## src/rtl/core/rcp_pkg.sv

```systemverilog
// Shared types and constants for the rgb color token parser.
package rcp_pkg;

  localparam int unsigned MAX_DIGITS = 3;

  localparam logic [7:0] CH_R      = 8'h72;  // 'r'
  localparam logic [7:0] CH_G      = 8'h67;  // 'g'
  localparam logic [7:0] CH_B      = 8'h62;  // 'b'
  localparam logic [7:0] CH_LPAREN = 8'h28;  // '('
  localparam logic [7:0] CH_COMMA  = 8'h2C;  // ','
  localparam logic [7:0] CH_RPAREN = 8'h29;  // ')'
  localparam logic [7:0] CH_ZERO   = 8'h30;  // '0'
  localparam logic [7:0] CH_NINE   = 8'h39;  // '9'
  localparam logic [7:0] CH_NUL    = 8'h00;

  localparam logic [23:0] WINDOW_RGB = {CH_R, CH_G, CH_B};
  localparam logic [9:0]  COMP_MAX   = 10'd255;

  localparam logic STATUS_OK  = 1'b0;
  localparam logic STATUS_ERR = 1'b1;

  typedef enum logic [5:0] {
    PH_SEARCH = 6'b000001,
    PH_RED    = 6'b000010,
    PH_GREEN  = 6'b000100,
    PH_BLUE   = 6'b001000,
    PH_OK     = 6'b010000,
    PH_ERR    = 6'b100000
  } phase_t;

  typedef struct packed {
    logic [7:0] text_byte;
    logic       end_of_text;
  } in_word_t;

  typedef struct packed {
    logic        status;
    logic [23:0] color;
  } out_word_t;

endpackage

```

## src/rtl/core/rgb_color_token_parser.sv

```systemverilog
// Top level of the rgb color token parser: input register, parser, result register.
//
// Usage: feed a string one byte per input word on in_data (text_byte plus
// end_of_text on the last byte). The block looks for the first "rgb(" and
// parses three decimal components closed by ')'. Exactly one result word
// leaves on out_data for each string, on its end_of_text byte: status 0 with
// the packed 0xRRGGBB color, or status 1 with color zero.
// An accepted word is held in the input register and parsed from there; the
// result word for an end_of_text byte is loaded into the result register when
// that byte advances.
// Throughput: one byte per cycle while no end_of_text byte waits on a full
// result register; bytes that are not end_of_text never wait on the output.
// Reset (rst_n low, synchronous) empties both registers and returns the
// parser to searching. When out_stall holds the result, the input register
// still takes words; an end_of_text byte then waits in it and in_stall rises
// until the result word is taken.
module rgb_color_token_parser
  import rcp_pkg::*;
#(
  parameter int unsigned COMP_DIGITS = MAX_DIGITS
)
(
  input  logic      clk,
  input  logic      rst_n,
  input  logic      in_valid,
  output logic      in_stall,
  input  in_word_t  in_data,
  output logic      out_valid,
  input  logic      out_stall,
  output out_word_t out_data
);

  logic      in_valid_r;
  in_word_t  in_word_r;
  logic      out_valid_r;
  out_word_t out_word_r;

  logic      out_free;
  logic      advance;
  out_word_t step_result;

  // Output slot is free when empty or being emptied this cycle.
  assign out_free = !out_valid_r || !out_stall;
  // Advance the buffered byte unless it ends the text and the slot is full.
  assign advance  = in_valid_r && (!in_word_r.end_of_text || out_free);
  // Hold the input while a buffered byte cannot advance.
  assign in_stall = in_valid_r && !advance;

  rcp_parse #(
    .COMP_DIGITS (COMP_DIGITS)
  ) u_parse (
    .clk     (clk),
    .rst_n   (rst_n),
    .step_en (advance),
    .word    (in_word_r),
    .result  (step_result)
  );

  // Input register: refill whenever it is not held.
  always_ff @(posedge clk) begin
    if (!rst_n) begin
      in_valid_r <= 1'b0;
    end else if (!in_stall) begin
      in_valid_r <= in_valid;
    end
  end

  always_ff @(posedge clk) begin
    if (!in_stall && in_valid) begin
      in_word_r <= in_data;
    end
  end

  // Result register: load on an advancing end_of_text byte, drop when taken.
  always_ff @(posedge clk) begin
    if (!rst_n) begin
      out_valid_r <= 1'b0;
    end else if (advance && in_word_r.end_of_text) begin
      out_valid_r <= 1'b1;
    end else if (!out_stall) begin
      out_valid_r <= 1'b0;
    end
  end

  always_ff @(posedge clk) begin
    if (advance && in_word_r.end_of_text) begin
      out_word_r <= step_result;
    end
  end

  assign out_valid = out_valid_r;
  assign out_data  = out_word_r;

endmodule

```

## src/rtl/core/rcp_parse.sv

```systemverilog
// Parser state and per-byte next-state logic for the rgb color token parser.
module rcp_parse
  import rcp_pkg::*;
#(
  parameter int unsigned COMP_DIGITS = MAX_DIGITS
)
(
  input  logic      clk,
  input  logic      rst_n,
  input  logic      step_en,
  input  in_word_t  word,
  output out_word_t result
);

  phase_t      phase_r,   phase_nxt;
  logic [23:0] recent_r,  recent_nxt;
  logic [1:0]  dcount_r,  dcount_nxt;
  logic [9:0]  acc_r,     acc_nxt;
  logic [9:0]  red_r,     red_nxt;
  logic [9:0]  green_r,   green_nxt;
  logic [23:0] packed_r,  packed_nxt;

  logic [7:0]  c;
  logic        is_digit;
  logic [9:0]  digit_val;
  logic [9:0]  acc_step;

  assign c         = word.text_byte;
  assign is_digit  = (c >= CH_ZERO) && (c <= CH_NINE);
  assign digit_val = {2'b00, c - CH_ZERO};
  // acc * 10 + digit, kept to 10 bits
  assign acc_step  = {acc_r[6:0], 3'b000} + {acc_r[8:0], 1'b0} + digit_val;

  always_comb begin
    phase_nxt  = phase_r;
    recent_nxt = recent_r;
    dcount_nxt = dcount_r;
    acc_nxt    = acc_r;
    red_nxt    = red_r;
    green_nxt  = green_r;
    packed_nxt = packed_r;
    case (phase_r)
      PH_SEARCH: begin
        if (c == CH_NUL) begin
          phase_nxt = PH_ERR;
        end else if (c == CH_LPAREN && recent_r == WINDOW_RGB) begin
          phase_nxt  = PH_RED;
          dcount_nxt = 2'd0;
          acc_nxt    = 10'd0;
        end else begin
          recent_nxt = {recent_r[15:0], c};
        end
      end
      PH_RED, PH_GREEN, PH_BLUE: begin
        if (is_digit) begin
          if (32'(dcount_r) >= COMP_DIGITS) begin
            phase_nxt = PH_ERR;
          end else begin
            acc_nxt    = acc_step;
            dcount_nxt = dcount_r + 2'd1;
          end
        end else if (dcount_r == 2'd0) begin
          phase_nxt = PH_ERR;
        end else if (phase_r != PH_BLUE) begin
          if (c != CH_COMMA) begin
            phase_nxt = PH_ERR;
          end else begin
            if (phase_r == PH_RED) begin
              red_nxt   = acc_r;
              phase_nxt = PH_GREEN;
            end else begin
              green_nxt = acc_r;
              phase_nxt = PH_BLUE;
            end
            dcount_nxt = 2'd0;
            acc_nxt    = 10'd0;
          end
        end else if (c != CH_RPAREN || red_r > COMP_MAX || green_r > COMP_MAX
                     || acc_r > COMP_MAX) begin
          phase_nxt = PH_ERR;
        end else begin
          packed_nxt = {red_r[7:0], green_r[7:0], acc_r[7:0]};
          phase_nxt  = PH_OK;
        end
      end
      default: begin
        // outcome settled: drop bytes until the end of the text
      end
    endcase
  end

  always_comb begin
    if (phase_nxt == PH_OK) begin
      result.status = STATUS_OK;
      result.color  = packed_nxt;
    end else begin
      result.status = STATUS_ERR;
      result.color  = 24'd0;
    end
  end

  always_ff @(posedge clk) begin
    if (!rst_n || (step_en && word.end_of_text)) begin
      phase_r  <= PH_SEARCH;
      recent_r <= 24'd0;
      dcount_r <= 2'd0;
      acc_r    <= 10'd0;
      red_r    <= 10'd0;
      green_r  <= 10'd0;
      packed_r <= 24'd0;
    end else if (step_en) begin
      phase_r  <= phase_nxt;
      recent_r <= recent_nxt;
      dcount_r <= dcount_nxt;
      acc_r    <= acc_nxt;
      red_r    <= red_nxt;
      green_r  <= green_nxt;
      packed_r <= packed_nxt;
    end
  end

endmodule

```

## config.mk

```make
export PLATFORM = sky130hd
export DESIGN_NAME = rgb_color_token_parser
export DESIGN_NICKNAME = d
export VERILOG_FILES = /design/src/rtl/core/rcp_pkg.sv /design/src/rtl/core/rgb_color_token_parser.sv /design/src/rtl/core/rcp_parse.sv
export SDC_FILE = /design/constraint.sdc
export NUM_CORES = 1
export LEC_CHECK = 0
export ABC_AREA = 1
export BUFFER_PORTS_ARGS = -buffer_cell sky130_fd_sc_hd__buf_2
export CORE_ASPECT_RATIO = 1.2
export CORE_MARGIN = 4
export CORE_UTILIZATION = 45
export DETAILED_ROUTE_END_ITERATION = 8
export PLACE_DENSITY = 0.71
export SLEW_MARGIN = 20
export SYNTH_ARGS = -nofsm -noshare
export SYNTH_HDL_FRONTEND = slang
export SYNTH_HIERARCHICAL = 1
export SYNTH_SLANG_ARGS = --single-unit
```

## constraint.sdc

```tcl
create_clock -name clk -period 7.38 [get_ports clk]
set_input_delay 1.476 -clock clk [delete_from_list [all_inputs] [get_ports clk]]
set_output_delay 1.476 -clock clk [all_outputs]
set_load 0.02 [all_outputs]
```

* Word-level counts from Yosys, hierarchy flattened
Cells that the tools add are included.
** Operators by class
- Reduce and logical (&&, ||, !) cells :: 26
- Shift operators :: 0
- Equal/unequal tests :: 17
- $lt $le $gt $ge :: 6
- Multiplexer cells :: 34
- Multipliers :: 0
- Add/subtract/negate cells :: 4
- Bitwise operators :: 6
- Div/mod/pow operators :: 0
** Operator list (number)
- $mux W24 :: 5
- $mux W10 :: 7
- $mux W6 :: 8
- $gt A10 B8 Y1 const B :: 3
- $mux W25 :: 1
- $eq A24 B23 Y1 const B :: 1
- $pmux W10 S2 :: 1
- $ne A8 B6 Y1 const B :: 2
- $mux W2 :: 7
- $reduce_and A7 Y1 :: 2
- $pmux W6 S2 :: 1
- $add A10 B10 Y10 :: 1
- $add A10 B8 Y10 :: 1
- $eq A8 B6 Y1 const B :: 1
- $ge A8 B6 Y1 const B :: 1
- $le A8 B6 Y1 const B :: 1
- $logic_not A8 Y1 :: 1
- $reduce_and A8 Y1 :: 1
- $sub A8 B6 Y8 const B :: 1
- $eq A6 B1 Y1 const B :: 1
- $eq A6 B2 Y1 const B :: 1
- $eq A6 B3 Y1 const B :: 1
- $eq A6 B4 Y1 const B :: 1
- $eq A6 B5 Y1 const B :: 1
- 19 further kinds :: 42
** Word-level totals
- Output and inout bits :: 27
- Word-level logic and storage cells :: 106
- RAM bits :: 0
- Bits in latches :: 0
- Memories :: 0
- ROM bits :: 0
- Register bits :: 122

* Logic depth before layout (Yosys ltp)
- Word-level depth :: 11
- Depth in mapped cells :: 15

* By module
Netlist, hierarchy kept.
** Modules (own cells, without submodules)
- rcp_parse :: cells each 813, sequential area each 1721.7 um^2, instances 1, area each 5292.6 um^2
- rgb_color_token_parser :: cells each 53, sequential area each 1061.0 um^2, instances 1, area each 1131.1 um^2

* Least setup slack after synthesis
Ideal clock, no wire load.
- Path type :: input-to-output
- Start :: in out_stall
- End :: out in_stall
- Slack :: 4146 ps
- Stages :: 2
- Arrival time :: 1758 ps
- Data required time :: 5904 ps
- Cells stage by stage :: nand4_1 -> inv_1
** On the way
- Word-level cells in the longest chain between the ends :: 6
** Ends and longest elaborated chain
- start: declaration :: RTL line rgb_color_token_parser.sv:29 : input logic out_stall,
- $logic_not A1 Y1
- $logic_or A1 B1 Y1 :: RTL line rgb_color_token_parser.sv:43 : assign out_free = !out_valid_r || !out_stall;
- $logic_or A1 B1 Y1 :: RTL line rgb_color_token_parser.sv:45 : assign advance = in_valid_r && (!in_word_r.end_of_text || out_free);
- $logic_and A1 B1 Y1 :: RTL line rgb_color_token_parser.sv:45
- $logic_not A1 Y1 :: RTL line rgb_color_token_parser.sv:47 : assign in_stall = in_valid_r && !advance;
- $logic_and A1 B1 Y1 :: RTL line rgb_color_token_parser.sv:47
- end: declaration :: RTL line rgb_color_token_parser.sv:26 : output logic in_stall,
No other way between the ends.

* Final worst setup path
Ends and elaborated chain as after synthesis.

==> impl_metrics.py <==
metrics = {
    "finish": {
        "multi_input_area_sq_um": 3024,
        "finish.utilization_pct": 52.39,
        "antenna_cells": 0,
        "drive_gt1_share_pct": 12.39,
        "nets": 926,
        "area_delta_synth_final_pct": 13.19,
        "fill_cells": 1336,
        "regArea_sq_um": 2783,
    },
    "cts": {
        "post_cts_buffers": 0,
        "cts_tree": "yes",
        "insertion_delay_ns": 0.42,
        "cts_made_buffers": 17,
        "path_clk_slew_ns": 0.05,
        "clkSinkCount": 122,
        "cts_hold_buffers": 0,
        "htreeDepth": 4,
        "clock_path_buffers": 2,
        "cts_resized": 0,
        "cts-root-buf": "clkbuf_16",
    },
    "yosys": {
        "netlist_area_sq_um": 6424,
        "yosysSeqAreaShare_pct": 43.32,
        "yosysTopAreaCell": "dfxtp_1",
        "syn-num-nets": 900,
        "yosys_register_bits": 122,
        "postSynthCellCount": 866,
        "synth.yosys.warnings": 6,
        "synth_flop_cell": "dfxtp_1",
        "synthTopCellsByArea": "dfxtp_1 (27%), edfxtp_1 (16%), nand2_1 (8.9%)",
        "synth_edf_count": 34,
        "ys_types": 34,
        "yosysTopAreaCellShare_pct": 27.43,
        "syn_area_per_cell_sq_um": 7.418,
        "ys_async_sr_fraction_pct": 0,
    },
    "drt": {
        "drc_errors": 0,
        "route.vias.total": 5538,
        "wirelength_um": 13920,
        "firstDrtPassIters": 5,
        "antenna_left": 0,
        "via_per_inst": 5.152,
        "avgRoutedWirePerCell_um": 12.95,
        "drt_iter0_drc": 429,
    },
    "worst_hold_path": {
        "min_path_type": "reg -> reg",
        "worstHoldStart": "u_parse/recent_r[17]",
    },
    "global_routing": {
        "grtUsageTotal_pct": 17.93,
        "grt_pass1_vias": 5011,
        "antenna_found_initial": 0,
        "grt_pass1_wl_um": 23580,
        "grt_max_degree": 72,
        "grt_overflow": 0,
    },
    "pwr": {
        "pwr_density_cell_nw_per_um2": 232.0,
        "ir_worst_vdd_mv": 0.1819,
        "static-leakage-power_uw": 0.003075,
        "total_power_uw": 1687,
    },
    "critical_path": {
        "critPathLaunchType": "input pin",
        "crit_required_ns": 5.90,
        "crit_arrival_ns": 1.95,
        "path_cells": "buf_2, nand4_1, inv_1, buf_2",
        "crit_fanout": 3,
        "timing.critical_path.slowest_cell_delay_ns": 0.16,
        "crit_slowest_cell": "buf_2",
        "cpMostUsedCell": "buf_2",
        "timing.rr.start": "u_parse/phase_r[3]",
        "cp-end-kind": "output port",
        "critPathKind": "in -> out",
        "startpoint": "out_stall",
        "critPathBufInv": 3,
        "critPathTopFamily": "buffers and inverters",
    },
    "sta": {
        "fmax_ghz": 0.2916,
        "setup-tns-final_ns": 0,
        "hold_slack_ns": 0.4687,
        "finalCritPeriodShare_pct": 46.47,
        "finalSetupViolCount": 0,
        "relSlewSlack_pct": 32.99,
        "period_needed_ns": 3.429,
        "worstMarginPinSlew_ns": 1.003,
        "skew_ns": 0.007031,
        "rsz0062_at_grt": "false",
        "hold_viol": 0,
        "slew_viol_final": 0,
    },
    "floorplanning": {
        "dieArea_sq_um": 16260,
        "boundaryPins": 40,
        "rows": 47,
        "die_w_um": 117.1,
        "die_h_um": 138.9,
        "fp.coreArea_sq_um": 13880,
        "start_util_pct": 46.29,
    },
    "placed_design": {
        "portBuffers": 39,
        "routabilityCongestion": 0.9010,
        "post-dp-hpwl_um": 9541,
    },
    "status": {
        "outcome": "completed",
    },
    "job": {
        "drv_cap": 0,
    },
}
[sequential cells by signal (all words and copies together), names as in the netlist]
register,count
out_data,25
u_parse/packed_r,24
u_parse/recent_r,24
u_parse/acc_r,10
u_parse/green_r,10
u_parse/red_r,10
in_word_r,9
u_parse/phase_r,6
u_parse/dcount_r,2
in_valid_r,1
out_valid,1
[cell type report]
cell class	count	area share [%]
Inverter	113	5.834
Timing Repair Buffer	45	3.304
Multi-Input combinational cell	593	41.59
Sequential cell	122	38.27
Clock inverter	11	1.618
Clock buffer	20	6.436
Tap cell	171	2.943
[cell families (layout without fill, tap and decap cells)]
group           after synthesis  count (layout)  share of synthesized area [%]
buf+inv                     151             189                          9.641
compound gates              109             109                          8.707
xor+xnor                      3               3                         0.4091
simple gates                460             460                          33.13
flops                       122             122                          43.32
fa+ha+maj                    21              21                          4.792
[power breakdown]
group | total, uW | leakage (uW) | internal (uW) | switching [uW]
clock network | 821 | 0.000291 | 522 | 299
registers | 728 | 0.00104 | 710 | 17.7
logic | 138 | 0.00175 | 45.7 | 91.9
total | 1690 | 0.00308 | 1280 | 409
[stage by stage]
step / cells / cell area (sq um) / setup slack, ns
after floorplan: 866 / 6424 / 4.146
after global placement: 1044 / 6685 / 3.633
after detailed placement: 1044 / 6685 / 3.619
after CTS: 1075 / 7271 / 3.947
after global routing: 1075 / 7271 / 3.615
final: 1075 / 7271 / 3.951
[tightest hold or removal path, delay by kind of cell (launching register included)]
family                 cells  cell delay [ns]
buffers and inverters      1             0.06
AO/OA/AOI/OAI              1             0.05
flip-flops                 1             0.30
[worst paths after layout]
path	to	slack, ns	depth (start not counted)
setup reg to reg	u_parse/recent_r[16]	4.34	8
hold reg to reg	u_parse/recent_r[17]	0.47	2
setup / recovery	in_stall	3.95	4
hold / removal	u_parse/recent_r[17]	0.47	2
[cells in the mapped netlist (2+ instances only)]
cell type,number
nand2_2,23
nor2_2,3
a21oi_1,64
nand3b_1,3
dfxtp_1,88
inv_1,111
nand4_1,49
or2_2,2
nor2_4,2
buf_6,4
ha_1,15
nand2_1,153
clkbuf_1,18
buf_2,15
xor2_1,2
nand3_1,56
o21ai_0,39
o211ai_1,3
edfxtp_1,34
and2_1,25
fa_1,6
nor2_1,136
nor3_1,4
[per-layer routing]
layer  routed length [um]  vias to the layer above  global-route usage [%]
met2                 6737                      135                   29.25
met5                    0                        -                       0
met3                  625                       20                   3.536
met4                  263                        0                   6.824
met1                 6290                     2524                   23.22
li1                     -                     2859                       -
[placed cells by master (no fill, tap or decap), drive strengths merged, types with 34 or more instances in the layout]
master and count:
edfxtp 34, o21ai 40, dfxtp 88, buf 45, a21oi 64, nand3 57
nand2 177, nand4 49, inv 113, nor2 141
Power figures use the tool's default switching activity.
